===== config.mk =====
export PLATFORM = sky130hd
export DESIGN_NAME = nmtd_skid
export DESIGN_NICKNAME = d
export VERILOG_FILES = /design/src/hdl/nmtd_pkg.sv /design/src/hdl/nmtd_skid.sv
export VERILOG_INCLUDE_DIRS = /design/src /design/src/hdl
export SDC_FILE = /design/constraint.sdc
export NUM_CORES = 1
export LEC_CHECK = 0
export ABC_CLOCK_PERIOD_IN_PS = 1200
export BUFFER_PORTS_ARGS = -buffer_cell sky130_fd_sc_hd__buf_2
export CORE_MARGIN = 2
export CORE_UTILIZATION = 42
export DETAILED_ROUTE_END_ITERATION = 8
export PLACE_DENSITY_LB_ADDON = 0.05
export REMOVE_ABC_BUFFERS = 1
export SLEW_MARGIN = 10
export SYNTH_ARGS = -nofsm -noshare
export SYNTH_HDL_FRONTEND = slang
export SYNTH_SLANG_ARGS = --single-unit

===== constraint.sdc =====
create_clock -name clk -period 1.2 [get_ports clk]
set_input_delay 0 -clock clk [delete_from_list [all_inputs] [get_ports clk]]
set_output_delay 0 -clock clk [all_outputs]
set_load 0.02 [all_outputs]

===== src/hdl/nmea_time_date_rollover_unit_defines.svh =====
// ----------------------------------------------------------------------------
// nmea_time_date_rollover_unit_defines.svh
// assertion macros shared by the time/date rollover rtl
// ----------------------------------------------------------------------------
`ifndef NMEA_TIME_DATE_ROLLOVER_UNIT_DEFINES_SVH
`define NMEA_TIME_DATE_ROLLOVER_UNIT_DEFINES_SVH

// same-cycle implication, clocked on clk, off during reset
`define NMTD_ASSERT_IMP(lbl, ante, cons, msg) \
	lbl: assert property (@(posedge clk) disable iff (!arst_n) (ante) |-> (cons)) \
		else $error(msg);

// next-cycle implication, clocked on clk, off during reset
`define NMTD_ASSERT_NEXT(lbl, ante, cons, msg) \
	lbl: assert property (@(posedge clk) disable iff (!arst_n) (ante) |=> (cons)) \
		else $error(msg);

`endif


===== src/hdl/nmtd_pkg.sv =====
`default_nettype none
// ----------------------------------------------------------------------------
// nmtd_pkg
// payload types and constant-divisor helpers for the time/date rollover unit
// ----------------------------------------------------------------------------
package nmtd_pkg;

	typedef struct packed {
		logic [24:0] time_code;
		logic [18:0] date_code;
		logic [31:0] log_tick;
		logic [31:0] now_tick;
	} fix_t;

	typedef struct packed {
		logic [4:0] hour;
		logic [5:0] minute;
		logic [5:0] second;
		logic [9:0] millis;
		logic [4:0] day;
		logic [3:0] month;
		logic [6:0] year;
		logic       day_advanced;
	} utc_t;

	typedef struct packed {
		logic [4:0] day;
		logic [3:0] month;
		logic [6:0] year;
	} date_t;

	// decoded fields handed from the decode stages to the carry stages
	typedef struct packed {
		logic [10:0] ms;
		logic [22:0] eq;
		logic [6:0]  ss;
		logic [6:0]  mm;
		logic [5:0]  hh;
		date_t       date_keep;
		date_t       date_next;
	} dec_t;

	// reciprocals, exact for any 32-bit dividend
	localparam logic [31:0] Recip100  = 32'h51EB851F;
	localparam int unsigned Shift100  = 37;
	localparam logic [31:0] Recip1000 = 32'h10624DD3;
	localparam int unsigned Shift1000 = 38;
	localparam logic [31:0] Recip60   = 32'h88888889;
	localparam int unsigned Shift60   = 37;
	localparam logic [31:0] Recip24   = 32'hAAAAAAAB;
	localparam int unsigned Shift24   = 36;

	function automatic logic [31:0] div100(input logic [31:0] x);
		logic [63:0] p;
		p = 64'(x) * 64'(Recip100);
		return 32'(p >> Shift100);
	endfunction

	function automatic logic [31:0] div1000(input logic [31:0] x);
		logic [63:0] p;
		p = 64'(x) * 64'(Recip1000);
		return 32'(p >> Shift1000);
	endfunction

	function automatic logic [31:0] div60(input logic [31:0] x);
		logic [63:0] p;
		p = 64'(x) * 64'(Recip60);
		return 32'(p >> Shift60);
	endfunction

	function automatic logic [31:0] div24(input logic [31:0] x);
		logic [63:0] p;
		p = 64'(x) * 64'(Recip24);
		return 32'(p >> Shift24);
	endfunction

endpackage
`default_nettype wire


===== src/hdl/nmtd_skid.sv =====
`default_nettype none
// ----------------------------------------------------------------------------
// nmtd_skid
// output skid register; holds one result while the receiver stalls and
// freezes the pipeline until it drains
// ----------------------------------------------------------------------------
`include "nmea_time_date_rollover_unit_defines.svh"

module nmtd_skid (
	input  logic            clk,
	input  logic            arst_n,
	input  logic            pipe_valid,
	input  nmtd_pkg::utc_t  pipe_data,
	output logic            pipe_en,
	output logic            utc_valid,
	input  logic            utc_ready,
	output nmtd_pkg::utc_t  utc
);

	logic           skid_v_q;
	nmtd_pkg::utc_t skid_q;

	always_ff @(posedge clk or negedge arst_n) begin
		if (!arst_n) begin
			skid_v_q <= 1'b0;
		end else if (skid_v_q) begin
			if (utc_ready) begin
				skid_v_q <= 1'b0;
			end
		end else if (pipe_valid && !utc_ready) begin
			skid_v_q <= 1'b1;
		end
	end

	always_ff @(posedge clk) begin
		if (!skid_v_q) begin
			skid_q <= pipe_data;
		end
	end

	// pipeline moves only while the skid slot is free
	assign pipe_en   = !skid_v_q;
	assign utc_valid = skid_v_q || pipe_valid;
	assign utc       = skid_v_q ? skid_q : pipe_data;

	`NMTD_ASSERT_NEXT(a_skid_fill, !skid_v_q && pipe_valid && !utc_ready, skid_v_q && skid_q == $past(pipe_data), "stalled result not caught")
	`NMTD_ASSERT_NEXT(a_skid_hold, skid_v_q && !utc_ready, skid_v_q && $stable(skid_q), "held result lost")

endmodule
`default_nettype wire


==> summary.txt <==
Clocking
  – Clock root cell: clkbuf_8
  – H-tree Lvls: 2
  – CTS Buffer Depth: 2
  – CTS tree: yes
  – CTS buffer count: 5
  – Clock-pin slew on the worst setup and hold paths: 0.08 ns
  – Clock latency on the worst-skew pair: 0.29 ns
  – Num Clock Sinks: 45

Global route
  – Largest net degree at the start of global routing: 22
  – Initial antenna violation count: 0
  – Total GRT Usage: 0.1915
  – Gr ovfl total: 0
  – First-pass GRT wire length: 6141 um
  – Vias in the first global route: 1359

Pwr
  – Int Power: 2.786 mW
  – Pleak: 1.488 nW
  – VDD IR max: 0.001015 V
  – Sw Pwr: 1.004 mW
  – Comb pwr share: 0.321
  – Power after layout: 3.790 mW
  – Part of the power in registers: 0.449
  – Clk pwr share: 0.229
  – PD cells: 1226 mW/mm2
  – Switching share of total power: 0.2650

Placement
  – Port buffer count: 93
  – DP Wirelength: 2263 um
  – Dpl cells: 236
  – GPL Wtd Cong: 0.5742
  – Pre-CTS setup slack: 0.05347 ns

STA
  – Final hold violations: 0
  – Highest clock rate: 0.6727 GHz
  – Final Setup Violations: 48
  – Fin crit period: 1.486 ns
  – Post-route setup TNS: -12.03 ns
  – Tightest Pin Transition: 0.1044 ns
  – Setup Skew: 0.005380 ns
  – Worst hold margin: 0.01684 ns
  – Rel. slew slack: 0.9304
  – RSZ-0062 raised after global routing: yes
  – Final Cycle Share: 1.239
  – Setup WS post-layout: -0.2864 ns
  – Slew Limit Fails: 0

Routing
  – DRC Markers: 0
  – DRT iter0 DRCs: 16
  – Routed Antenna Nets: 0
  – Final WL: 4850 um
  – Via-per-instance ratio: 4.475
  – WL/cell: 16.11 um
  – Vias: 1347
  – Drt first pass iters: 4

Run status
  – Status: finished with violations
  – Failing checks: setup timing

Critical path
  – Critical path arrival: 1.49 ns
  – Worst Path Max Fanout: 5
  – Kind of critical path: reg2out
  – Critical Path Sink Type: primary output
  – Type of origin of the critical path: flop
  – Worst Path Required: 1.20 ns

Yosys
  – Top post-synthesis cells by area: dfxtp_1 56%, mux2_4 26%, mux2_2 12%
  – Gate Count Post-Synth: 97
  – Library cells used by synthesis: 9
  – Yosys reg bits: 45
  – Sequential element share of the synthesized area: 0.5760
  – Ys Warns: 0
  – Top-area cell type share of the netlist area: 0.5601
  – Mapped cell area: 0.001573 mm2
  – Biggest area consumer among synthesized cells: dfxtp_1
  – Syn avg cell area: 16.21 um2

Layout
  – Nets: 300
  – Most frequent cells in the layout: 55 x buf_2, 47 x dlygate4sd3_1, 44 x dfxtp_1
  – Fill count: 176
  – Antenna Cells: 0
  – Layout area overhead: 96.50%
  – Layout cell share with drive strength beyond 1: 0.6285
  – Leading cell type in the layout, fill and taps excluded: buf_2
  – Final Non-Filler Cells: 301

Die
  – Die area: 0.004250 mm2
  – Core Region: 0.003633 mm2
  – Die height: 65.20 um
  – # IOs: 94
  – Die Wd: 65.20 um
  – Starting Density: 0.4329
  – Number of placement rows: 22

Run
  – MaxCap Viol Count: 0

Min path
  – Hold Crit Class: in2async
routing by layer:
metal | track usage | up-vias | wire length, um
met4 | 0.06250 | 0 | 34
met5 | 0 | - | 0
met1 | 0.1983 | 646 | 1694
li1 | - | 644 | -
met2 | 0.3699 | 52 | 2907
met3 | 0.04966 | 5 | 214
power groups by stage:
| stage | clock network, mW | logic, mW | registers [mW] |
|---|---|---|---|
| detailed placement | 0 | 0.776 | 1.73 |
| global route | 0.957 | 1.27 | 1.72 |
| floorplan | 0 | 0.485 | 1.75 |
| global placement | 0 | 0.763 | 1.72 |
| CTS | 0.893 | 0.955 | 1.70 |
| finish | 0.869 | 1.22 | 1.70 |
critical path: stages (launching register included):
cell	delay (ns)
dfrtp_2	0.44
buf_4	0.16
clkbuf_16	0.15
mux2_4	0.31
buf_6	0.13
cell families (layout without fill, tap and decap cells):
| group | after synthesis | in the layout | synth area share |
|---|---|---|---|
| buf+inv | 6 | 162 | 0.03420 |
| compound gates | 1 | 1 | 0.006365 |
| flops | 45 | 45 | 0.5760 |
| mux | 44 | 44 | 0.3795 |
| simple gates | 1 | 1 | 0.003980 |
area by class of cell:
class / instances / area (um2) / share of cell area
Clock buffer: 8 / 80.08 / 0.02591
Inverter: 1 / 3.754 / 0.001215
Multi-Input combinational cell: 46 / 646.9 / 0.2093
Sequential cell: 45 / 907.1 / 0.2935
Tap cell: 48 / 60.06 / 0.01943
Timing Repair Buffer: 153 / 1393 / 0.4506
stage by stage:
stage | utilization | cell area, um2
after floorplan | - | 1523
after global placement | 0.5806 | 2110
after detailed placement | 0.5806 | 2110
after CTS | 0.7528 | 2735
after global routing | 0.8506 | 3090
final | 0.8506 | 3090
state kept, by name, indices dropped and copies added, names as in the netlist:
signal    cells
skid_v_q      1
skid_q       44
path summary, 6_finish.rpt:
check	from	to	slack (ns)	cells past startpoint
worst min-delay path	arst_n	skid_v_q$_DFF_PN0_	0.02	2
worst min register to register	skid_q[5]$_DFF_P_	skid_q[5]$_DFF_P_	0.47	1
min in group clk	skid_q[5]$_DFF_P_	skid_q[5]$_DFF_P_	0.47	1
max in group asynchronous	arst_n	skid_v_q$_DFF_PN0_	1.09	2
worst max register to register	skid_v_q$_DFF_PN0_	skid_q[19]$_DFF_P_	-0.07	4
worst max-delay path	skid_v_q$_DFF_PN0_	utc[16]	-0.29	4
synth_stat cells:
master / instances
buf_2: 1
o21ba_2: 1
inv_1: 1
or2_2: 1
dfxtp_1: 44
mux2_4: 27
dfrtp_1: 1
buf_6: 4
mux2_2: 17
repair_timing:
item / CTS / global route
setup endpoints to repair: 45 / 46
setup buffers: 0 / 6
cloned: 0 / 4
hold buffers: 47 / 0
gates resized for setup: 24 / 66
endpoints found under the hold margin: 46 / 0
Power figures use the tool's default switching activity.
