`config.mk`:
```
export PLATFORM = sky130hd
export DESIGN_NAME = nmtd_decode
export DESIGN_NICKNAME = d
export VERILOG_FILES = /design/src/hdl/nmtd_pkg.sv /design/src/hdl/nmtd_decode.sv
export VERILOG_INCLUDE_DIRS = /design/src /design/src/hdl
export SDC_FILE = /design/constraint.sdc
export NUM_CORES = 2
export LEC_CHECK = 0
export ABC_AREA = 1
export CELL_PAD_IN_SITES_DETAIL_PLACEMENT = 0
export CELL_PAD_IN_SITES_GLOBAL_PLACEMENT = 1
export CORE_MARGIN = 2
export CORE_UTILIZATION = 50
export CTS_CLUSTER_SIZE = 25
export DETAILED_ROUTE_END_ITERATION = 16
export DONT_BUFFER_PORTS = 1
export HOLD_SLACK_MARGIN = 0.03
export PLACE_DENSITY_LB_ADDON = 0.15
export SYNTH_ARGS = -nofsm -noshare
export SYNTH_HDL_FRONTEND = slang
export SYNTH_SLANG_ARGS = --single-unit
export TNS_END_PERCENT = 100
```
`constraint.sdc`:
```
create_clock -name clk -period 15.3 [get_ports clk]
set_input_delay 3.06 -clock clk [delete_from_list [all_inputs] [get_ports clk]]
set_output_delay 3.06 -clock clk [all_outputs]
set_load 0.02 [all_outputs]
```
`src/hdl/nmea_time_date_rollover_unit_defines.svh`:
```
// ----------------------------------------------------------------------------
// nmea_time_date_rollover_unit_defines.svh
// assertion macros shared by the time/date rollover rtl
// ----------------------------------------------------------------------------
`ifndef NMEA_TIME_DATE_ROLLOVER_UNIT_DEFINES_SVH
`define NMEA_TIME_DATE_ROLLOVER_UNIT_DEFINES_SVH

// same-cycle implication, clocked on clk, off during reset
`define NMTD_ASSERT_IMP(lbl, ante, cons, msg) \
	lbl: assert property (@(posedge clk) disable iff (!arst_n) (ante) |-> (cons)) \
		else $error(msg);

// next-cycle implication, clocked on clk, off during reset
`define NMTD_ASSERT_NEXT(lbl, ante, cons, msg) \
	lbl: assert property (@(posedge clk) disable iff (!arst_n) (ante) |=> (cons)) \
		else $error(msg);

`endif

```
`src/hdl/nmtd_pkg.sv`:
```
`default_nettype none
// ----------------------------------------------------------------------------
// nmtd_pkg
// payload types and constant-divisor helpers for the time/date rollover unit
// ----------------------------------------------------------------------------
package nmtd_pkg;

	typedef struct packed {
		logic [24:0] time_code;
		logic [18:0] date_code;
		logic [31:0] log_tick;
		logic [31:0] now_tick;
	} fix_t;

	typedef struct packed {
		logic [4:0] hour;
		logic [5:0] minute;
		logic [5:0] second;
		logic [9:0] millis;
		logic [4:0] day;
		logic [3:0] month;
		logic [6:0] year;
		logic       day_advanced;
	} utc_t;

	typedef struct packed {
		logic [4:0] day;
		logic [3:0] month;
		logic [6:0] year;
	} date_t;

	// decoded fields handed from the decode stages to the carry stages
	typedef struct packed {
		logic [10:0] ms;
		logic [22:0] eq;
		logic [6:0]  ss;
		logic [6:0]  mm;
		logic [5:0]  hh;
		date_t       date_keep;
		date_t       date_next;
	} dec_t;

	// reciprocals, exact for any 32-bit dividend
	localparam logic [31:0] Recip100  = 32'h51EB851F;
	localparam int unsigned Shift100  = 37;
	localparam logic [31:0] Recip1000 = 32'h10624DD3;
	localparam int unsigned Shift1000 = 38;
	localparam logic [31:0] Recip60   = 32'h88888889;
	localparam int unsigned Shift60   = 37;
	localparam logic [31:0] Recip24   = 32'hAAAAAAAB;
	localparam int unsigned Shift24   = 36;

	function automatic logic [31:0] div100(input logic [31:0] x);
		logic [63:0] p;
		p = 64'(x) * 64'(Recip100);
		return 32'(p >> Shift100);
	endfunction

	function automatic logic [31:0] div1000(input logic [31:0] x);
		logic [63:0] p;
		p = 64'(x) * 64'(Recip1000);
		return 32'(p >> Shift1000);
	endfunction

	function automatic logic [31:0] div60(input logic [31:0] x);
		logic [63:0] p;
		p = 64'(x) * 64'(Recip60);
		return 32'(p >> Shift60);
	endfunction

	function automatic logic [31:0] div24(input logic [31:0] x);
		logic [63:0] p;
		p = 64'(x) * 64'(Recip24);
		return 32'(p >> Shift24);
	endfunction

endpackage
`default_nettype wire

```
`src/hdl/nmtd_decode.sv`:
```
`default_nettype none
// ----------------------------------------------------------------------------
// nmtd_decode
// stages 1-4: tick difference and scaling, decimal digit split of the time
// and date codes, millisecond sum and the next-day date
// ----------------------------------------------------------------------------
`include "nmea_time_date_rollover_unit_defines.svh"

module nmtd_decode #(
	parameter int unsigned TICK_MS = 1
) (
	input  logic            clk,
	input  logic            arst_n,
	input  logic            en,
	input  logic            fix_valid,
	input  nmtd_pkg::fix_t  fix,
	output logic            dec_valid,
	output nmtd_pkg::dec_t  dec
);

	localparam logic [6:0] MonFeb = 7'd2;
	localparam logic [6:0] MonApr = 7'd4;
	localparam logic [6:0] MonJun = 7'd6;
	localparam logic [6:0] MonSep = 7'd9;
	localparam logic [6:0] MonNov = 7'd11;
	localparam logic [6:0] MonDec = 7'd12;

	function automatic logic [4:0] month_len(input logic [6:0] mo, input logic [6:0] yy);
		logic [4:0] len;
		if (mo == MonApr || mo == MonJun || mo == MonSep || mo == MonNov) begin
			len = 5'd30;
		end else if (mo == MonFeb) begin
			len = (yy[1:0] == 2'd0) ? 5'd29 : 5'd28;
		end else begin
			len = 5'd31;
		end
		return len;
	endfunction

	// date one day later; a month outside 1..12 only bumps the day
	function automatic nmtd_pkg::date_t next_date(input logic [5:0] dd, input logic [6:0] mo,
			input logic [6:0] yy);
		logic [5:0]      d1;
		nmtd_pkg::date_t r;
		d1      = dd + 6'd1;
		r.day   = d1[4:0];
		r.month = mo[3:0];
		r.year  = yy;
		if (mo >= 7'd1 && mo <= MonDec && d1 > 6'(month_len(mo, yy))) begin
			r.day = 5'd1;
			if (mo == MonDec) begin
				r.month = 4'd1;
				r.year  = (yy == 7'd99) ? 7'd0 : yy + 7'd1;
			end else begin
				r.month = 4'(mo + 7'd1);
			end
		end
		return r;
	endfunction

	logic v_s1, v_s2, v_s3, v_s4;

	logic [31:0] diff_s1;
	logic [24:0] tc_s1;
	logic [18:0] dc_s1;
	logic [18:0] hms_s1;
	logic [12:0] ddmm_s1;

	logic [31:0] el_s2;
	logic [6:0]  cc_s2;
	logic [18:0] hms_s2;
	logic [11:0] hhmm_s2;
	logic [12:0] ddmm_s2;
	logic [5:0]  dd_s2;
	logic [6:0]  yy_s2;

	logic [31:0] el_s3;
	logic [22:0] eq_s3;
	logic [6:0]  cc_s3;
	logic [6:0]  ss_s3;
	logic [11:0] hhmm_s3;
	logic [5:0]  hh_s3;
	logic [5:0]  dd_s3;
	logic [6:0]  mo_s3;
	logic [6:0]  yy_s3;

	nmtd_pkg::dec_t dec_s4;

	logic [9:0] er;

	always_comb begin
		er = 10'(el_s3 - 32'(eq_s3) * 32'd1000);
	end

	always_ff @(posedge clk or negedge arst_n) begin
		if (!arst_n) begin
			v_s1 <= 1'b0;
			v_s2 <= 1'b0;
			v_s3 <= 1'b0;
			v_s4 <= 1'b0;
		end else if (en) begin
			v_s1 <= fix_valid;
			v_s2 <= v_s1;
			v_s3 <= v_s2;
			v_s4 <= v_s3;
		end
	end

	always_ff @(posedge clk) begin
		if (en) begin
			// stage 1: tick difference, first /100 of both codes
			diff_s1 <= fix.now_tick - fix.log_tick;
			tc_s1   <= fix.time_code;
			dc_s1   <= fix.date_code;
			hms_s1  <= 19'(nmtd_pkg::div100(32'(fix.time_code)));
			ddmm_s1 <= 13'(nmtd_pkg::div100(32'(fix.date_code)));

			// stage 2: scale to ms, hundredths and year digits, second /100
			el_s2   <= diff_s1 * 32'(TICK_MS);
			cc_s2   <= 7'(tc_s1 - 25'(hms_s1) * 25'd100);
			hms_s2  <= hms_s1;
			hhmm_s2 <= 12'(nmtd_pkg::div100(32'(hms_s1)));
			ddmm_s2 <= ddmm_s1;
			dd_s2   <= 6'(nmtd_pkg::div100(32'(ddmm_s1)));
			yy_s2   <= 7'(dc_s1 - 19'(ddmm_s1) * 19'd100);

			// stage 3: whole seconds of elapsed time, more digit splits
			el_s3   <= el_s2;
			eq_s3   <= 23'(nmtd_pkg::div1000(el_s2));
			cc_s3   <= cc_s2;
			ss_s3   <= 7'(hms_s2 - 19'(hhmm_s2) * 19'd100);
			hhmm_s3 <= hhmm_s2;
			hh_s3   <= 6'(nmtd_pkg::div100(32'(hhmm_s2)));
			dd_s3   <= dd_s2;
			mo_s3   <= 7'(ddmm_s2 - 13'(dd_s2) * 13'd100);
			yy_s3   <= yy_s2;

			// stage 4: ms sum below 1990, minute digits, both date choices
			dec_s4.ms              <= 11'(11'(cc_s3) * 11'd10 + 11'(er));
			dec_s4.eq              <= eq_s3;
			dec_s4.ss              <= ss_s3;
			dec_s4.mm              <= 7'(hhmm_s3 - 12'(hh_s3) * 12'd100);
			dec_s4.hh              <= hh_s3;
			dec_s4.date_keep.day   <= dd_s3[4:0];
			dec_s4.date_keep.month <= mo_s3[3:0];
			dec_s4.date_keep.year  <= yy_s3;
			dec_s4.date_next       <= next_date(dd_s3, mo_s3, yy_s3);
		end
	end

	assign dec_valid = v_s4;
	assign dec       = dec_s4;

	`NMTD_ASSERT_IMP(a_dec_digits, v_s4, dec_s4.ms < 11'd1990 && dec_s4.ss < 7'd100 && dec_s4.mm < 7'd100 && dec_s4.hh < 6'd34, "decoded digits out of range")

endmodule
`default_nettype wire

```
==> impl_metrics.ini <==
[routing]
wl_per_cell_um = 20.5
ant_nets = 0
first_pass_iters = 6
drcViolationCount = 0
drt_wl_total_um = 224000
dr_total_vias = 55630
routed_via_density = 5.09
drt_iter0_drc = 3165

[synth]
syn_area_um2 = 75600
ys_top_cells_by_area = fa_1 (31%), ha_1 (23%), inv_1 (13%), edfxtp_1 (13%), nand2_1 (7.3%)
synth_nets = 11513
ys.flop_type = edfxtp_1
synth_cells = 8837
ys_ff_latch = 326
ys_seq_area_share_pct = 12.9
ys_async_sr_fraction_pct = 1.23
synth_edf_count = 322
yosysUniqueCellTypes = 50
synth_area_leader_cell = fa_1
synth.avg_cell_area_um2 = 8.55
synth-warning-count = 0
yosysTopAreaCellShare_pct = 31.1

[placed_design]
routabilityCongestion = 0.978
port_buffers = 0
dpl.hpwl_um = 200000

[timing]
setup_viol = 0
hold_viol_final = 0
finalCritPeriodShare_pct = 53.0
fmax_mhz = 123
tightestPinTransition_ps = 1450
rsz0062_at_grt = false
finalClockSkew_ps = 32.2
slew_headroom_pct = 3.14
drv_slew = 0
tns_ps = 0
timing.final.crit_period_ps = 8110

[cts]
cts.sinks = 326
post_cts_buffers = 0
cts_buffer_depth = 3
cts_tree = built
cts_root_buf = clkbuf_16
numCtsBuffers = 40
cts_hold_buf = 0
cts-resized-gates = 0
clk_pin_slew_ps = 60
htreeDepth = 2
insertion_delay_ps = 630

[critical_path]
reg2reg_to = eq_s3[21]
crit_end = hms_s1[18]
cp-start-kind = input pin
r2r_start = el_s2[7]
critical_path_arrival_ps = 8490
crit_fanout = 8
cp-startpoint = fix[87]
endpoint_kind = register
crit_type = in2reg
reg2reg_slack_ps = 8260
rr_worst_depth = 24
crit_required_ps = 15680

[worst_hold_path]
hp-class = reg2reg

[floorplan]
die_h_um = 393
fp-row-count = 142
ioPinCount = 199
start_util_pct = 50.4
dieArea_um2 = 154000
core_area_um2 = 150000
die_w_um = 393

[status]
status = finished clean

[layout]
area_delta_synth_final_pct = 5.19
final_cell_mix = inv_1 (2718), nand2_1 (1476), ha_1 (1389)
fin_util_pct = 53.0
drive_above_1_share_pct = 1.09
layout_commonest_cell = inv_1
num-nets-final = 11557

[grt]
antenna_found_initial = 5
grt_start_max_net_pins = 331
grt_first_pass_wirelength_um = 350000
grt_overflow = 0
grt_pass1_vias = 60086
grt_usage_pct = 30.1

[flow_run]
drv_cap = 0
[registers in the layout, indices dropped and copies added, names as in the netlist, 10 cells and up]
| register | cells |
|---|---|
| ddmm_s1 | 13 |
| hms_s1 | 19 |
| dec | 86 |
| el_s2 | 32 |
| el_s3 | 10 |
| diff_s1 | 32 |
| hhmm_s2 | 12 |
| eq_s3 | 23 |
[synth_stat cells, types with 13 or more instances]
master,count
inv_1,2718
nor3_1,83
edfxtp_1,322
a21oi_1,367
nand3_1,226
nand2_1,1476
ha_1,1389
xnor2_1,43
nor4_1,18
fa_1,1175
a21o_1,33
xor2_1,55
nor2_1,453
o21ai_0,201
o21ai_1,13
nand4_1,119
o21bai_1,54
[layout make-up]
class / instances / area (um^2)
diodes: 3 / 7.51
inverters: 2720 / 10200
flip-flops and latches: 326 / 9770
fillers: 14580 / 70400
well taps: 2016 / 2520
clock buffers: 46 / 1070
clock inverters: 27 / 310
repair buffers: 4 / 30.0
multi-input cells: 5789 / 55600
[stage by stage]
| step | cells | instance area [um^2] | hold WS [ps] | worst slack, ps |
|---|---|---|---|---|
| 2_1_floorplan | 8837 | 75600 | 400 | 7070 |
| 3_3_place_gp | 10855 | 78100 | 401 | 6620 |
| 3_5_place_dp | 10855 | 78100 | 405 | 6550 |
| 4_1_cts | 10928 | 79500 | 410 | 7230 |
| 5_1_grt | 10928 | 79500 | 417 | 6800 |
| 6_report | 10931 | 79500 | 409 | 7190 |
[how the worst min path moves through the flow]
stage / from / end / slack [ps] / cells after the start
finish: diff_s1[7] / el_s2[7] / 410 / 0
global route: diff_s1[0] / el_s2[0] / 420 / 0
CTS: diff_s1[1] / el_s2[1] / 410 / 0
detailed placement: hhmm_s3[0] / dec[38] / 400 / 0
global placement: diff_s1[14] / el_s2[14] / 400 / 0
floorplan: tc_s1[0] / cc_s2[0] / 400 / 0
[routing by layer]
metal,GRT usage [%],share of wire [%],vias up
met3,3.19,4.3,280
li1,-,-,27105
met5,0,0,-
met1,40.8,45,27135
met2,51.1,47,1110
met4,8.54,3.2,0
[worst max-delay path, cell delays in order]
cell and delay [ps]:
fa_1 600, fa_1 560, inv_1 70, fa_1 570
fa_1 500, fa_1 560, inv_1 50, fa_1 480
inv_1 60, fa_1 480, inv_1 50, ha_1 310
nand2_1 100, nor2_1 280, nand2_1 180, nor4_1 320
nand2_1 120, nand3b_1 90, nand2_1 60
[logic make-up (layout without fill, tap and decap cells)]
kind of cell | count (synthesis) | count (layout) | share of synthesized area (%)
flip-flops | 326 | 326 | 12.9
XOR/XNOR | 98 | 98 | 1.14
adder cells (fa/ha/maj) | 2564 | 2564 | 54.1
AND/OR/NAND/NOR | 2419 | 2419 | 13.2
other | 0 | 3 | 0
AO/OA/AOI/OAI | 708 | 708 | 5.11
buffers and inverters | 2722 | 2797 | 13.5
Power is left out: the tool's default activity adds up to more than one toggle a clock period on the data nets, which glitch-free logic cannot reach.
