$ cat config.mk
export PLATFORM = sky130hd
export DESIGN_NAME = nmtd_carry
export DESIGN_NICKNAME = d
export VERILOG_FILES = /design/src/hdl/nmtd_pkg.sv /design/src/hdl/nmtd_carry.sv
export VERILOG_INCLUDE_DIRS = /design/src /design/src/hdl
export SDC_FILE = /design/constraint.sdc
export NUM_CORES = 1
export LEC_CHECK = 0
export BUFFER_PORTS_ARGS = -buffer_cell sky130_fd_sc_hd__buf_4
export CELL_PAD_IN_SITES_DETAIL_PLACEMENT = 1
export CELL_PAD_IN_SITES_GLOBAL_PLACEMENT = 2
export CORE_MARGIN = 10
export CORE_UTILIZATION = 40
export DETAILED_ROUTE_END_ITERATION = 6
export GPL_TIMING_DRIVEN = 0
export PLACE_DENSITY = 0.86
export SETUP_SLACK_MARGIN = 0.5
export SLEW_MARGIN = 20
export SYNTH_ARGS = -nofsm -noshare
export SYNTH_HDL_FRONTEND = slang
export SYNTH_SLANG_ARGS = --single-unit
$ cat constraint.sdc
create_clock -name clk -period 5.25 [get_ports clk]
set_clock_uncertainty 0.1 [all_clocks]
set_input_delay 0.7875 -clock clk [delete_from_list [all_inputs] [get_ports clk]]
set_output_delay 0.7875 -clock clk [all_outputs]
set_load 0.01 [all_outputs]
$ cat src/hdl/nmea_time_date_rollover_unit_defines.svh
// ----------------------------------------------------------------------------
// nmea_time_date_rollover_unit_defines.svh
// assertion macros shared by the time/date rollover rtl
// ----------------------------------------------------------------------------
`ifndef NMEA_TIME_DATE_ROLLOVER_UNIT_DEFINES_SVH
`define NMEA_TIME_DATE_ROLLOVER_UNIT_DEFINES_SVH

// same-cycle implication, clocked on clk, off during reset
`define NMTD_ASSERT_IMP(lbl, ante, cons, msg) \
	lbl: assert property (@(posedge clk) disable iff (!arst_n) (ante) |-> (cons)) \
		else $error(msg);

// next-cycle implication, clocked on clk, off during reset
`define NMTD_ASSERT_NEXT(lbl, ante, cons, msg) \
	lbl: assert property (@(posedge clk) disable iff (!arst_n) (ante) |=> (cons)) \
		else $error(msg);

`endif

$ cat src/hdl/nmtd_pkg.sv
`default_nettype none
// ----------------------------------------------------------------------------
// nmtd_pkg
// payload types and constant-divisor helpers for the time/date rollover unit
// ----------------------------------------------------------------------------
package nmtd_pkg;

	typedef struct packed {
		logic [24:0] time_code;
		logic [18:0] date_code;
		logic [31:0] log_tick;
		logic [31:0] now_tick;
	} fix_t;

	typedef struct packed {
		logic [4:0] hour;
		logic [5:0] minute;
		logic [5:0] second;
		logic [9:0] millis;
		logic [4:0] day;
		logic [3:0] month;
		logic [6:0] year;
		logic       day_advanced;
	} utc_t;

	typedef struct packed {
		logic [4:0] day;
		logic [3:0] month;
		logic [6:0] year;
	} date_t;

	// decoded fields handed from the decode stages to the carry stages
	typedef struct packed {
		logic [10:0] ms;
		logic [22:0] eq;
		logic [6:0]  ss;
		logic [6:0]  mm;
		logic [5:0]  hh;
		date_t       date_keep;
		date_t       date_next;
	} dec_t;

	// reciprocals, exact for any 32-bit dividend
	localparam logic [31:0] Recip100  = 32'h51EB851F;
	localparam int unsigned Shift100  = 37;
	localparam logic [31:0] Recip1000 = 32'h10624DD3;
	localparam int unsigned Shift1000 = 38;
	localparam logic [31:0] Recip60   = 32'h88888889;
	localparam int unsigned Shift60   = 37;
	localparam logic [31:0] Recip24   = 32'hAAAAAAAB;
	localparam int unsigned Shift24   = 36;

	function automatic logic [31:0] div100(input logic [31:0] x);
		logic [63:0] p;
		p = 64'(x) * 64'(Recip100);
		return 32'(p >> Shift100);
	endfunction

	function automatic logic [31:0] div1000(input logic [31:0] x);
		logic [63:0] p;
		p = 64'(x) * 64'(Recip1000);
		return 32'(p >> Shift1000);
	endfunction

	function automatic logic [31:0] div60(input logic [31:0] x);
		logic [63:0] p;
		p = 64'(x) * 64'(Recip60);
		return 32'(p >> Shift60);
	endfunction

	function automatic logic [31:0] div24(input logic [31:0] x);
		logic [63:0] p;
		p = 64'(x) * 64'(Recip24);
		return 32'(p >> Shift24);
	endfunction

endpackage
`default_nettype wire

$ cat src/hdl/nmtd_carry.sv
`default_nettype none
// ----------------------------------------------------------------------------
// nmtd_carry
// stages 5-11: millisecond, second, minute and hour carries, hour wrap and
// date selection
// ----------------------------------------------------------------------------
`include "nmea_time_date_rollover_unit_defines.svh"

module nmtd_carry (
	input  logic            clk,
	input  logic            arst_n,
	input  logic            en,
	input  logic            dec_valid,
	input  nmtd_pkg::dec_t  dec,
	output logic            res_valid,
	output nmtd_pkg::utc_t  res
);

	logic v_s5, v_s6, v_s7, v_s8, v_s9, v_s10, v_s11;

	logic [9:0]  millis_s5, millis_s6, millis_s7, millis_s8, millis_s9, millis_s10;
	logic [22:0] secsum_s5, secsum_s6;
	logic [6:0]  mm_s5, mm_s6;
	logic [5:0]  hh_s5, hh_s6, hh_s7, hh_s8;
	logic [16:0] sq_s6;
	logic [5:0]  second_s7, second_s8, second_s9, second_s10;
	logic [16:0] minsum_s7, minsum_s8;
	logic [10:0] mq_s8;
	logic [5:0]  minute_s9, minute_s10;
	logic [10:0] hoursum_s9, hoursum_s10;
	logic [5:0]  hq_s10;

	nmtd_pkg::date_t keep_s5, keep_s6, keep_s7, keep_s8, keep_s9, keep_s10;
	nmtd_pkg::date_t next_s5, next_s6, next_s7, next_s8, next_s9, next_s10;

	nmtd_pkg::utc_t out_s11;

	logic ms_carry;

	always_comb begin
		ms_carry = dec.ms >= 11'd1000;
	end

	always_ff @(posedge clk or negedge arst_n) begin
		if (!arst_n) begin
			v_s5  <= 1'b0;
			v_s6  <= 1'b0;
			v_s7  <= 1'b0;
			v_s8  <= 1'b0;
			v_s9  <= 1'b0;
			v_s10 <= 1'b0;
			v_s11 <= 1'b0;
		end else if (en) begin
			v_s5  <= dec_valid;
			v_s6  <= v_s5;
			v_s7  <= v_s6;
			v_s8  <= v_s7;
			v_s9  <= v_s8;
			v_s10 <= v_s9;
			v_s11 <= v_s10;
		end
	end

	always_ff @(posedge clk) begin
		if (en) begin
			// stage 5: ms carry into seconds
			millis_s5 <= 10'(ms_carry ? dec.ms - 11'd1000 : dec.ms);
			secsum_s5 <= dec.eq + 23'(dec.ss) + 23'(ms_carry);
			mm_s5     <= dec.mm;
			hh_s5     <= dec.hh;
			keep_s5   <= dec.date_keep;
			next_s5   <= dec.date_next;

			// stage 6: whole minutes in the second sum
			millis_s6 <= millis_s5;
			secsum_s6 <= secsum_s5;
			sq_s6     <= 17'(nmtd_pkg::div60(32'(secsum_s5)));
			mm_s6     <= mm_s5;
			hh_s6     <= hh_s5;
			keep_s6   <= keep_s5;
			next_s6   <= next_s5;

			// stage 7: second remainder, minute sum
			millis_s7 <= millis_s6;
			second_s7 <= 6'(secsum_s6 - 23'(sq_s6) * 23'd60);
			minsum_s7 <= 17'(mm_s6) + sq_s6;
			hh_s7     <= hh_s6;
			keep_s7   <= keep_s6;
			next_s7   <= next_s6;

			// stage 8: whole hours in the minute sum
			millis_s8 <= millis_s7;
			second_s8 <= second_s7;
			minsum_s8 <= minsum_s7;
			mq_s8     <= 11'(nmtd_pkg::div60(32'(minsum_s7)));
			hh_s8     <= hh_s7;
			keep_s8   <= keep_s7;
			next_s8   <= next_s7;

			// stage 9: minute remainder, hour sum
			millis_s9  <= millis_s8;
			second_s9  <= second_s8;
			minute_s9  <= 6'(minsum_s8 - 17'(mq_s8) * 17'd60);
			hoursum_s9 <= 11'(hh_s8) + mq_s8;
			keep_s9    <= keep_s8;
			next_s9    <= next_s8;

			// stage 10: day count in the hour sum
			millis_s10  <= millis_s9;
			second_s10  <= second_s9;
			minute_s10  <= minute_s9;
			hoursum_s10 <= hoursum_s9;
			hq_s10      <= 6'(nmtd_pkg::div24(32'(hoursum_s9)));
			keep_s10    <= keep_s9;
			next_s10    <= next_s9;

			// stage 11: hour wrap, at most one day forward
			out_s11.hour         <= 5'(hoursum_s10 - 11'(hq_s10) * 11'd24);
			out_s11.minute       <= minute_s10;
			out_s11.second       <= second_s10;
			out_s11.millis       <= millis_s10;
			out_s11.day          <= (hq_s10 != 6'd0) ? next_s10.day : keep_s10.day;
			out_s11.month        <= (hq_s10 != 6'd0) ? next_s10.month : keep_s10.month;
			out_s11.year         <= (hq_s10 != 6'd0) ? next_s10.year : keep_s10.year;
			out_s11.day_advanced <= hq_s10 != 6'd0;
		end
	end

	assign res_valid = v_s11;
	assign res       = out_s11;

	`NMTD_ASSERT_IMP(a_carry_wrap, v_s10, (hq_s10 != 6'd0) == (hoursum_s10 >= 11'd24), "hour wrap disagrees with hour sum")
	`NMTD_ASSERT_IMP(a_carry_range, v_s11, out_s11.hour < 5'd24 && out_s11.minute < 6'd60 && out_s11.second < 6'd60 && out_s11.millis < 10'd1000, "time field out of range")

endmodule
`default_nettype wire

==> impl_metrics.py, run 1 <==
metrics = {
    "synth": {
        "synth-seq-cells": 479,
        "yosysWarningCount": 0,
        "synth_flop_cell": "edfxtp_1",
        "synthArstFlopShare_pct": 1.46,
        "yosysTopAreaCellShare_pct": 53.7,
        "synth_area_um2": 26400,
        "synth.distinct_cells": 55,
        "yosys-top-cells-area": "edfxtp_1 54%, ha_1 18%, fa_1 11%",
        "synth_seq_area_share_pct": 54.4,
        "avgSynthCellArea_um2": 14.8,
        "synth-edff-count": 472,
        "syn_nets": 2396,
        "syn_inst": 1787,
        "synth_top_area_cell": "edfxtp_1",
    },
    "global_route": {
        "grt.overflow.total": 0,
        "grt_pass1_wl_mm": 84.4,
        "grt_pass1_vias": 16400,
        "grt_start_max_net_pins": 115,
        "grt.met3_usage_pct": 2.43,
        "antenna_found_initial": 2,
        "met1_usage_pct": 15.1,
        "grt.busiest_layer": "met2",
        "grt_usage_pct": 13.5,
        "use_met2_pct": 25.7,
    },
    "critical_path": {
        "cpPeakStageDelay_ns": 0.56,
        "crit_path_end": "sq_s6[10]",
        "reg2reg_slack_ns": -0.16,
        "reg2regPathDepth": 20,
        "startpoint": "secsum_s5[22]",
        "cp-start-kind": "flip-flop",
        "path_depth": 20,
        "cp_cell_sequence": "ha_4 > inv_2 > fa_2 > inv_2 > fa_2 > inv_2 > fa_2 > inv_2 > fa_2 > ha_4 > ha_4 > nand4_1 > buf_4 > nor4_4 > nand2_1 > nand4_1 > o21ai_4 > o311ai_4 > a2111o_1 > o311ai_2",
        "end_kind": "flip-flop",
        "crit_arrival_ns": 5.63,
        "slowest_stage": "fa_2",
        "path_delay_family": "adder cells",
        "path_buf_inv": 5,
        "r2r-start": "secsum_s5[22]",
        "worstPathMaxFanout": 4,
        "crit_type": "flip-flop to flip-flop",
        "required_ns": 5.46,
        "crit-reg2reg-capture": "sq_s6[10]",
    },
    "clocking": {
        "cts-buffers-inserted": 53,
        "htree_levels": 2,
        "clk_pin_slew_ns": 0.06,
        "cts-root-buf": "clkbuf_16",
        "cts_tree": "built",
        "clk_latency_ns": 0.60,
        "clock_sinks": 479,
        "clk_path_buf_depth": 3,
    },
    "route": {
        "viasPerCell": 4.82,
        "dr.pass1.iters": 5,
        "num_vias": 14300,
        "drtIter0Drc": 545,
        "drc": 0,
        "routed_wl_mm": 52.0,
        "avgRoutedWirePerCell_um": 17.6,
        "ant_nets": 0,
    },
    "placement": {
        "portBuffers": 134,
        "numPlacedInstances": 2790,
        "gp_congestion": 0.822,
        "dp_hpwl_mm": 39.3,
    },
    "timing": {
        "hold_viol": 0,
        "relSlewSlack_pct": 37.7,
        "drv_slew": 0,
        "holdWs_ns": 0.267,
        "fin_crit_ns": 5.41,
        "finalCritPeriodShare_pct": 103,
        "rsz0062_at_grt": "true",
        "worst_slack_ns": -0.163,
        "tightest_slew_ns": 0.935,
        "fmax_mhz": 185,
        "finalSetupViolations": 12,
    },
    "cells_and_area": {
        "final_common_cell": "edfxtp_1",
        "finalNetCount": 2665,
        "final_cell_mix": "472 x edfxtp_1, 327 x ha_1, 296 x inv_1, 196 x buf_4, 121 x fa_1",
        "area_growth_pct": 21.0,
        "antennaDiodeCount": 0,
        "fin_cells": 2959,
        "drive_gt1_share_pct": 23.8,
    },
    "die": {
        "start_util_pct": 40.2,
        "die_w_um": 277,
        "core_um2": 65600,
        "rows": 94,
        "ios": 135,
        "die-area_um2": 76700,
        "die_h_um": 277,
    },
    "run": {
        "maxCapViolations": 0,
    },
    "outcome": {
        "violations": "negative setup slack",
        "status": "finished with violations",
    },
    "min_path": {
        "min_path_type": "input port to flip-flop",
    },
}
-- layer usage --
| metal | vias to the layer above | wire (um) |
|---|---|---|
| li1 | 6869 | - |
| met1 | 7129 | 20900 |
| met2 | 182 | 28300 |
| met3 | 84 | 1620 |
| met4 | 0 | 1250 |
| met5 | - | 0 |
-- cell type report --
type                            instances  area (um^2)
Buffer                                  2         7.51
Clock buffer                           58         1370
Clock inverter                         36          358
Fill cell                            6430        33700
Inverter                              325         1230
Multi-Input combinational cell        981        11800
Sequential cell                       479        14300
Tap cell                              864         1080
Timing Repair Buffer                  214         1740
-- how the worst min path moves through the flow --
stage / endpoint / slack [ns] / depth (start not counted) / startpoint
after floorplan: hh_s6[0] / 0.30 / 0 / hh_s5[0]
after global routing: mm_s5[0] / 0.22 / 1 / dec[38]
final: next_s5[10] / 0.27 / 1 / dec[10]
after CTS: keep_s5[14] / 0.21 / 1 / dec[30]
after global placement: keep_s10[0] / 0.30 / 0 / keep_s9[0]
after detailed placement: next_s9[3] / 0.31 / 0 / next_s8[3]
-- through the flow --
step           worst slack [ns]  setup TNS (ns)  area, um^2  util [%]
6_report                 -0.163           -1.00       31900      48.7
5_1_grt                  -0.299           -4.41       31900      48.7
4_1_cts                  -0.177          -0.977       31400      47.9
3_5_place_dp             -0.525           -5.27       28900      44.0
3_3_place_gp             -0.621         -120.07       28800      43.8
2_1_floorplan             0.174               0       26700         -
-- kinds of logic after synthesis --
kind of cell               Yosys count  share of synthesized area (%)
muxes                               23                          0.981
and+or+nand+nor                    146                           2.86
buffers and inverters              327                           4.65
adders and majority gates          521                           28.8
xor gates and xnor gates           103                           3.42
AOI/OAI and AO/OA                  188                           4.89
DFF                                479                           54.4
-- Yosys cell counts (3+ instances only) --
cell       number
xor2_1         27
o21a_1          8
nand2_1        34
nand4_1        18
nand3_1        23
xnor2_1        76
a21o_1         40
dfrtp_1         7
edfxtp_1      472
a31oi_1         5
nor2b_1         7
nor2_1         24
and4_1          4
ha_1          373
o211ai_1        4
nand2b_1        4
fa_1          146
nor3_1          7
o22ai_1         3
a21oi_1        55
mux2_2         23
o21bai_1       11
a211oi_1       11
inv_1         325
nor4_1          3
o2111ai_1       4
o21ai_0        23
and3_1         12
-- flip-flops by register name, summed over array words and instances (netlist names), 10 cells and up --
signal,cells
millis_s9,10
hoursum_s9,11
mq_s8,11
secsum_s5,23
next_s10,16
next_s7,16
millis_s10,10
keep_s10,16
next_s6,16
millis_s6,10
millis_s8,10
keep_s7,16
next_s8,16
keep_s9,16
next_s9,16
keep_s8,16
res,44
millis_s7,10
keep_s6,16
next_s5,16
sq_s6,17
keep_s5,16
millis_s5,10
minsum_s7,17
-- what timing repair did --
| item | in CTS | in global routing |
|---|---|---|
| gates cloned | 0 | 0 |
| pin swaps | 88 | 56 |
| hold buffers | 1 | 0 |
| endpoints found under the setup margin | 34 | 34 |
| setup buffers | 50 | 24 |
| hold endpoints to repair | 7 | 0 |
| gates resized for setup | 92 | 72 |
Power of run 1 is left out: the tool's default activity adds up to more than one toggle a clock period on the data nets, which glitch-free logic cannot reach.
==> inputs of run 2 (changes only) <==
--- a/config.mk
+++ b/config.mk
@@ -10,10 +10,10 @@
 export CELL_PAD_IN_SITES_DETAIL_PLACEMENT = 1
 export CELL_PAD_IN_SITES_GLOBAL_PLACEMENT = 2
 export CORE_MARGIN = 10
-export CORE_UTILIZATION = 40
+export CORE_UTILIZATION = 41
 export DETAILED_ROUTE_END_ITERATION = 6
 export GPL_TIMING_DRIVEN = 0
-export PLACE_DENSITY = 0.86
+export PLACE_DENSITY = 0.88
 export SETUP_SLACK_MARGIN = 0.5
 export SLEW_MARGIN = 20
 export SYNTH_ARGS = -nofsm -noshare
==> run 2 against run 1 <==
Compared with the run above:
- the flow still finishes with violations (negative setup slack)
- global-route usage grew 1.2 points
- clock-buffer cell count shrank 1
- core utilization grew 1.8 points
- first-iteration DRC count grew 11%
- critical path depth shrank 1
- final cell count shrank 0.47%
- worst hold slack lost 0.011 ns
- non-clock buffer count grew 2
- maximum frequency shrank 2.1%
- largest cell class unchanged
==> impl_metrics.py, run 2 (synthesis results as in run 1) <==
metrics = {
    "route": {
        "num_vias": 14400,
        "drc": 0,
        "routed_wl_mm": 55.2,
        "ant_nets": 0,
        "dr.pass1.iters": 5,
        "drtIter0Drc": 607,
        "avgRoutedWirePerCell_um": 18.7,
        "viasPerCell": 4.90,
    },
    "critical_path": {
        "path_delay_family": "adder cells",
        "crit_arrival_ns": 5.78,
        "end_kind": "flip-flop",
        "cpPeakStageDelay_ns": 0.60,
        "cp_cell_sequence": "ha_4 > inv_2 > fa_2 > fa_1 > inv_2 > fa_2 > inv_2 > fa_2 > fa_2 > inv_2 > ha_4 > nand2_4 > nor4_4 > nand2_1 > a21oi_4 > o21ai_1 > a21o_1 > a211o_1 > xnor2_1",
        "cp-start-kind": "flip-flop",
        "worstPathMaxFanout": 3,
        "slowest_stage": "fa_2",
        "required_ns": 5.50,
        "crit_type": "flip-flop to flip-flop",
        "path_buf_inv": 4,
    },
    "clocking": {
        "cts-root-buf": "clkbuf_16",
        "cts_tree": "built",
        "clk_latency_ns": 0.60,
        "clock_sinks": 479,
        "htree_levels": 2,
        "clk_pin_slew_ns": 0.07,
        "cts-buffers-inserted": 52,
        "clk_path_buf_depth": 3,
    },
    "die": {
        "start_util_pct": 41.6,
        "rows": 92,
        "die-area_um2": 74900,
        "die_h_um": 274,
        "die_w_um": 274,
        "core_um2": 63400,
        "ios": 135,
    },
    "timing": {
        "hold_viol": 0,
        "holdWs_ns": 0.255,
        "rsz0062_at_grt": "true",
        "tightest_slew_ns": 0.664,
        "drv_slew": 0,
        "relSlewSlack_pct": 55.7,
        "fin_crit_ns": 5.53,
        "finalSetupViolations": 18,
        "worst_slack_ns": -0.277,
        "fmax_mhz": 181,
        "fin_tns_setup_ns": -2.28,
        "finalCritPeriodShare_pct": 105,
    },
    "global_route": {
        "grt_start_max_net_pins": 118,
        "grt.overflow.total": 0,
        "grt_usage_pct": 14.7,
        "grt_pass1_wl_mm": 87.0,
        "antenna_found_initial": 1,
        "grt_pass1_vias": 16500,
    },
    "cells_and_area": {
        "multiInputGateArea_um2": 11800,
        "drive_gt1_share_pct": 23.4,
        "regArea_um2": 14300,
        "n_fill_cell": 6147,
        "post-route-util_pct": 50.5,
        "largest_reg_flops": 44,
        "fin_cells": 2945,
        "final_common_cell": "edfxtp_1",
        "finalNetCount": 2666,
        "area_growth_pct": 21.4,
        "final_cell_mix": "472 x edfxtp_1, 330 x ha_1, 297 x inv_1, 193 x buf_4, 125 x fa_1",
    },
    "placement": {
        "dp_hpwl_mm": 41.6,
        "portBuffers": 134,
        "gp_congestion": 0.855,
        "numPlacedInstances": 2772,
    },
    "run": {
        "maxCapViolations": 0,
    },
    "min_path": {
        "min_path_type": "input port to flip-flop",
    },
    "outcome": {
        "status": "finished with violations",
        "violations": "negative setup slack",
    },
}
[run 2: metal layers]
layer / vias up / share of wire, % / track usage (%)
met2: 160 / 56 / 27.9
met4: 0 / 1.8 / 3.87
met3: 68 / 2.6 / 2.12
met5: - / 0 / 0
met1: 7312 / 40 / 16.7
li1: 6890 / - / -
[run 2: worst paths after layout]
kind / start / end / slack, ns / cells past startpoint
max in group asynchronous: arst_n / v_s7 / 4.48 / 2
worst min register to register: keep_s5[3] / keep_s6[3] / 0.31 / 0
worst min-delay path: dec[7] / next_s5[7] / 0.26 / 1
worst max register to register: secsum_s5[22] / sq_s6[11] / -0.28 / 19
worst max-delay path: secsum_s5[22] / sq_s6[11] / -0.28 / 19
min in group asynchronous: arst_n / res_valid / 0.45 / 2
[run 2: cell type report]
| cell class | instances | area share, % |
|---|---|---|
| buffer | 2 | 0.0234 |
| tap | 846 | 3.30 |
| sequential | 479 | 44.8 |
| clock inverter | 38 | 1.59 |
| antenna | 1 | 0.00781 |
| inverter | 325 | 3.85 |
| timing repair buffer | 216 | 5.52 |
| clock buffer | 57 | 4.12 |
| multi-input combinational | 981 | 36.8 |
[run 2: what timing repair did]
| action | 4_1_cts | 5_1_grt |
|---|---|---|
| buffers inserted | 49 | 27 |
| hold buffers | 1 | 0 |
| setup endpoints to repair | 34 | 34 |
| endpoints found under the hold margin | 7 | 0 |
| pin swaps | 92 | 57 |
| resized for setup | 102 | 52 |
[run 2: worst reg2reg max path: stages, from the launching register on]
cell      delay (ns)
edfxtp_1        0.50
ha_4            0.19
inv_2           0.03
fa_2            0.37
fa_1            0.57
inv_2           0.06
fa_2            0.57
inv_2           0.05
fa_2            0.39
fa_2            0.60
inv_2           0.07
ha_4            0.29
nand2_4         0.06
nor4_4          0.30
nand2_1         0.14
a21oi_4         0.22
o21ai_1         0.17
a21o_1          0.21
a211o_1         0.26
xnor2_1         0.13
[run 2: stage by stage]
stage | worst slack (ns) | instance area (um^2)
3_5_place_dp | -0.790 | 28900
5_1_grt | -0.471 | 32000
4_1_cts | -0.237 | 31600
2_1_floorplan | 0.174 | 26700
3_3_place_gp | -0.719 | 28800
6_report | -0.277 | 32000
Power of run 2 is left out for the same reason.
==> inputs of run 3 (changes only) <==
--- a/config.mk
+++ b/config.mk
@@ -6,14 +6,16 @@
 export SDC_FILE = /design/constraint.sdc
 export NUM_CORES = 1
 export LEC_CHECK = 0
+export ABC_AREA = 1
 export BUFFER_PORTS_ARGS = -buffer_cell sky130_fd_sc_hd__buf_4
+export CAP_MARGIN = 20
 export CELL_PAD_IN_SITES_DETAIL_PLACEMENT = 1
 export CELL_PAD_IN_SITES_GLOBAL_PLACEMENT = 2
 export CORE_MARGIN = 10
-export CORE_UTILIZATION = 41
+export CORE_UTILIZATION = 38
 export DETAILED_ROUTE_END_ITERATION = 6
 export GPL_TIMING_DRIVEN = 0
-export PLACE_DENSITY = 0.88
+export PLACE_DENSITY = 0.89
 export SETUP_SLACK_MARGIN = 0.5
 export SLEW_MARGIN = 20
 export SYNTH_ARGS = -nofsm -noshare
==> run 3 against run 2 <==
Compared with the run above:
- the flow now finishes without violations
- cell area increased by 14%
- die area is 22% higher
- global-route usage increased by 3.2 points
- critical path type unchanged
- highest routed layer is now met5
==> impl_metrics.py, run 3 <==
metrics = {
    "clocking": {
        "cts-root-buf": "clkbuf_16",
        "clock_sinks": 479,
        "clk_latency_ns": 0.62,
        "cts-buffers-inserted": 49,
        "htree_levels": 2,
        "cts_tree": "built",
        "clk_pin_slew_ns": 0.07,
        "clk_path_buf_depth": 3,
    },
    "critical_path": {
        "worstPathMaxFanout": 3,
        "cp-start-kind": "flip-flop",
        "cp_cell_sequence": "ha_4 > inv_4 > fa_2 > inv_2 > fa_2 > fa_2 > inv_2 > fa_2 > fa_1 > inv_2 > ha_4 > nand2_4 > nor2_4 > inv_4 > nor2_4 > inv_2 > nor2_4 > nand4_1 > nand4_1 > nand2_1",
        "cpPeakStageDelay_ns": 0.63,
        "end_kind": "flip-flop",
        "path_delay_family": "adder cells",
        "path_buf_inv": 6,
        "required_ns": 5.49,
        "slowest_stage": "fa_2",
        "crit_arrival_ns": 5.32,
        "crit_type": "flip-flop to flip-flop",
    },
    "min_path": {
        "min_path_type": "input port to flip-flop",
    },
    "synth": {
        "synth.distinct_cells": 44,
        "synth_area_um2": 30400,
        "synth-edff-count": 472,
        "synth_flop_cell": "edfxtp_1",
        "synthTopCellsByCount": "607 x nand2_1, 587 x inv_1, 472 x edfxtp_1",
        "synth_top_area_cell": "edfxtp_1",
        "syn_nets": 3498,
        "yosysTopAreaCellShare_pct": 46.7,
        "synth-seq-cells": 479,
        "yosysMostFrequentCell": "nand2_1",
        "yosys-top-cells-area": "edfxtp_1 47%, ha_1 15%, fa_1 9.6%",
        "avgSynthCellArea_um2": 10.5,
        "synthArstFlopShare_pct": 1.46,
        "synth_seq_area_share_pct": 47.3,
        "syn_inst": 2889,
        "yosysWarningCount": 0,
    },
    "route": {
        "wl_met3_mm": 3.29,
        "drtIter0Drc": 984,
        "met2WireLength_mm": 43.3,
        "routed_wl_mm": 83.9,
        "top_layer_used": "met5",
        "viasPerCell": 4.92,
        "met1Wirelength_mm": 34.3,
        "drc": 0,
        "ant_nets": 0,
        "dr.pass1.iters": 5,
        "avgRoutedWirePerCell_um": 19.8,
        "num_vias": 20800,
    },
    "die": {
        "die_h_um": 303,
        "ios": 135,
        "core_um2": 79100,
        "rows": 103,
        "start_util_pct": 38.4,
        "die-area_um2": 91600,
        "die_w_um": 303,
    },
    "timing": {
        "drv_slew": 0,
        "worst_slack_ns": 0.172,
        "finalCritPeriodShare_pct": 96.7,
        "finalSetupViolations": 0,
        "fmax_mhz": 197,
        "fin_crit_ns": 5.08,
        "hold_viol": 0,
        "tightest_slew_ns": 0.714,
        "rsz0062_at_grt": "true",
        "relSlewSlack_pct": 52.3,
    },
    "run": {
        "maxCapViolations": 0,
    },
    "cells_and_area": {
        "antennaDiodeCount": 0,
        "area_growth_pct": 20.4,
        "finalNetCount": 3760,
        "drive_gt1_share_pct": 20.2,
        "largest_reg_flops": 44,
        "final_cell_mix": "542 x inv_1, 513 x nand2_1, 472 x edfxtp_1, 328 x ha_1, 188 x buf_4",
        "final_common_cell": "inv_1",
    },
    "global_route": {
        "grt.overflow.total": 0,
        "grt_pass1_wl_mm": 127,
        "grt_start_max_net_pins": 111,
        "antenna_found_initial": 6,
        "grt_usage_pct": 17.8,
        "grt_pass1_vias": 22700,
    },
    "placement": {
        "gp_congestion": 0.898,
        "pre_cts_slack_ns": -0.431,
        "portBuffers": 134,
        "dp_hpwl_mm": 63.1,
    },
    "outcome": {
        "status": "finished, final reports clean",
    },
}
[run 3: cell count changes after synthesis, moves of 9 or more]
cell      change
a211oi_1      -9
a21o_1       -29
a21oi_1      +56
and3_1       -10
inv_1       +262
nand2_1     +573
nand3_1      +78
nand4_1      +35
nor2_1      +142
nor3_1       +26
o21ai_0      +32
xnor2_1      -47
xor2_1       +13
[run 3: worst reg2reg max path: cells and delay by family, from the launching register on]
kind	cells	cell delay [ns]
flip-flops	1	0.46
adder cells (fa/ha/maj)	7	3.06
buffers and inverters	6	0.36
AND/OR/NAND/NOR	7	0.82
[run 3: repair_timing]
item	4_1_cts	5_1_grt
setup endpoints to repair	34	34
hold endpoints to repair	7	0
gates cloned	1	0
hold buffers	1	0
buffers inserted	39	32
pin swaps	115	123
resized for setup	262	185
[run 3: kinds of logic (layout without fill, tap and decap cells)]
logic type | count (synthesis) | after routing | share of synthesized area (%)
muxes | 17 | 17 | 0.630
AOI/OAI and AO/OA | 214 | 214 | 3.88
and+or+nand+nor | 996 | 996 | 13.9
buffers and inverters | 595 | 892 | 7.37
xor gates and xnor gates | 69 | 69 | 1.99
adders and majority gates | 519 | 519 | 25.0
DFF | 479 | 479 | 47.3
[run 3: path summary, 6_finish.rpt]
check / slack [ns] / depth (start not counted) / endpoint / from
max: 0.17 / 20 / sq_s6[6] / secsum_s5[18]
min: 0.25 / 1 / keep_s5[6] / dec[22]
max reg2reg: 0.17 / 20 / sq_s6[6] / secsum_s5[18]
min reg2reg: 0.31 / 0 / millis_s9[7] / millis_s8[7]
max in group asynchronous: 4.38 / 2 / v_s9 / arst_n
min in group asynchronous: 0.49 / 2 / v_s7 / arst_n
[run 3: area by class of cell]
type | instances | area [um^2]
clock buffer | 59 | 1260
clock inverter | 27 | 216
fill | 8729 | 42600
inverter | 592 | 2250
tap | 1050 | 1310
multi-input combinational | 1815 | 15400
buffer | 3 | 23.8
sequential | 479 | 14300
timing repair buffer | 211 | 1750
[run 3: through the flow]
step / setup TNS, ns / util (%) / hold slack, ns / cells / instance area [um^2]
final: 0 / 46.2 / 0.250 / 4236 / 36600
after global routing: 0 / 46.2 / 0.230 / 4236 / 36600
after CTS: 0 / 45.1 / 0.219 / 4204 / 35600
after detailed placement: -2.60 / 41.5 / 0.305 / 4077 / 32800
after global placement: -142.04 / 41.3 / 0.300 / 4073 / 32700
after floorplan: 0 / - / 0.300 / 2889 / 30400
[run 3: per-layer routing]
layer  track usage, %  vias up
li1                 -    10000
met1             21.3    10200
met2             32.1      414
met3             2.81      160
met4             6.04        2
met5                0        -
Power of run 3 is left out for the same reason.
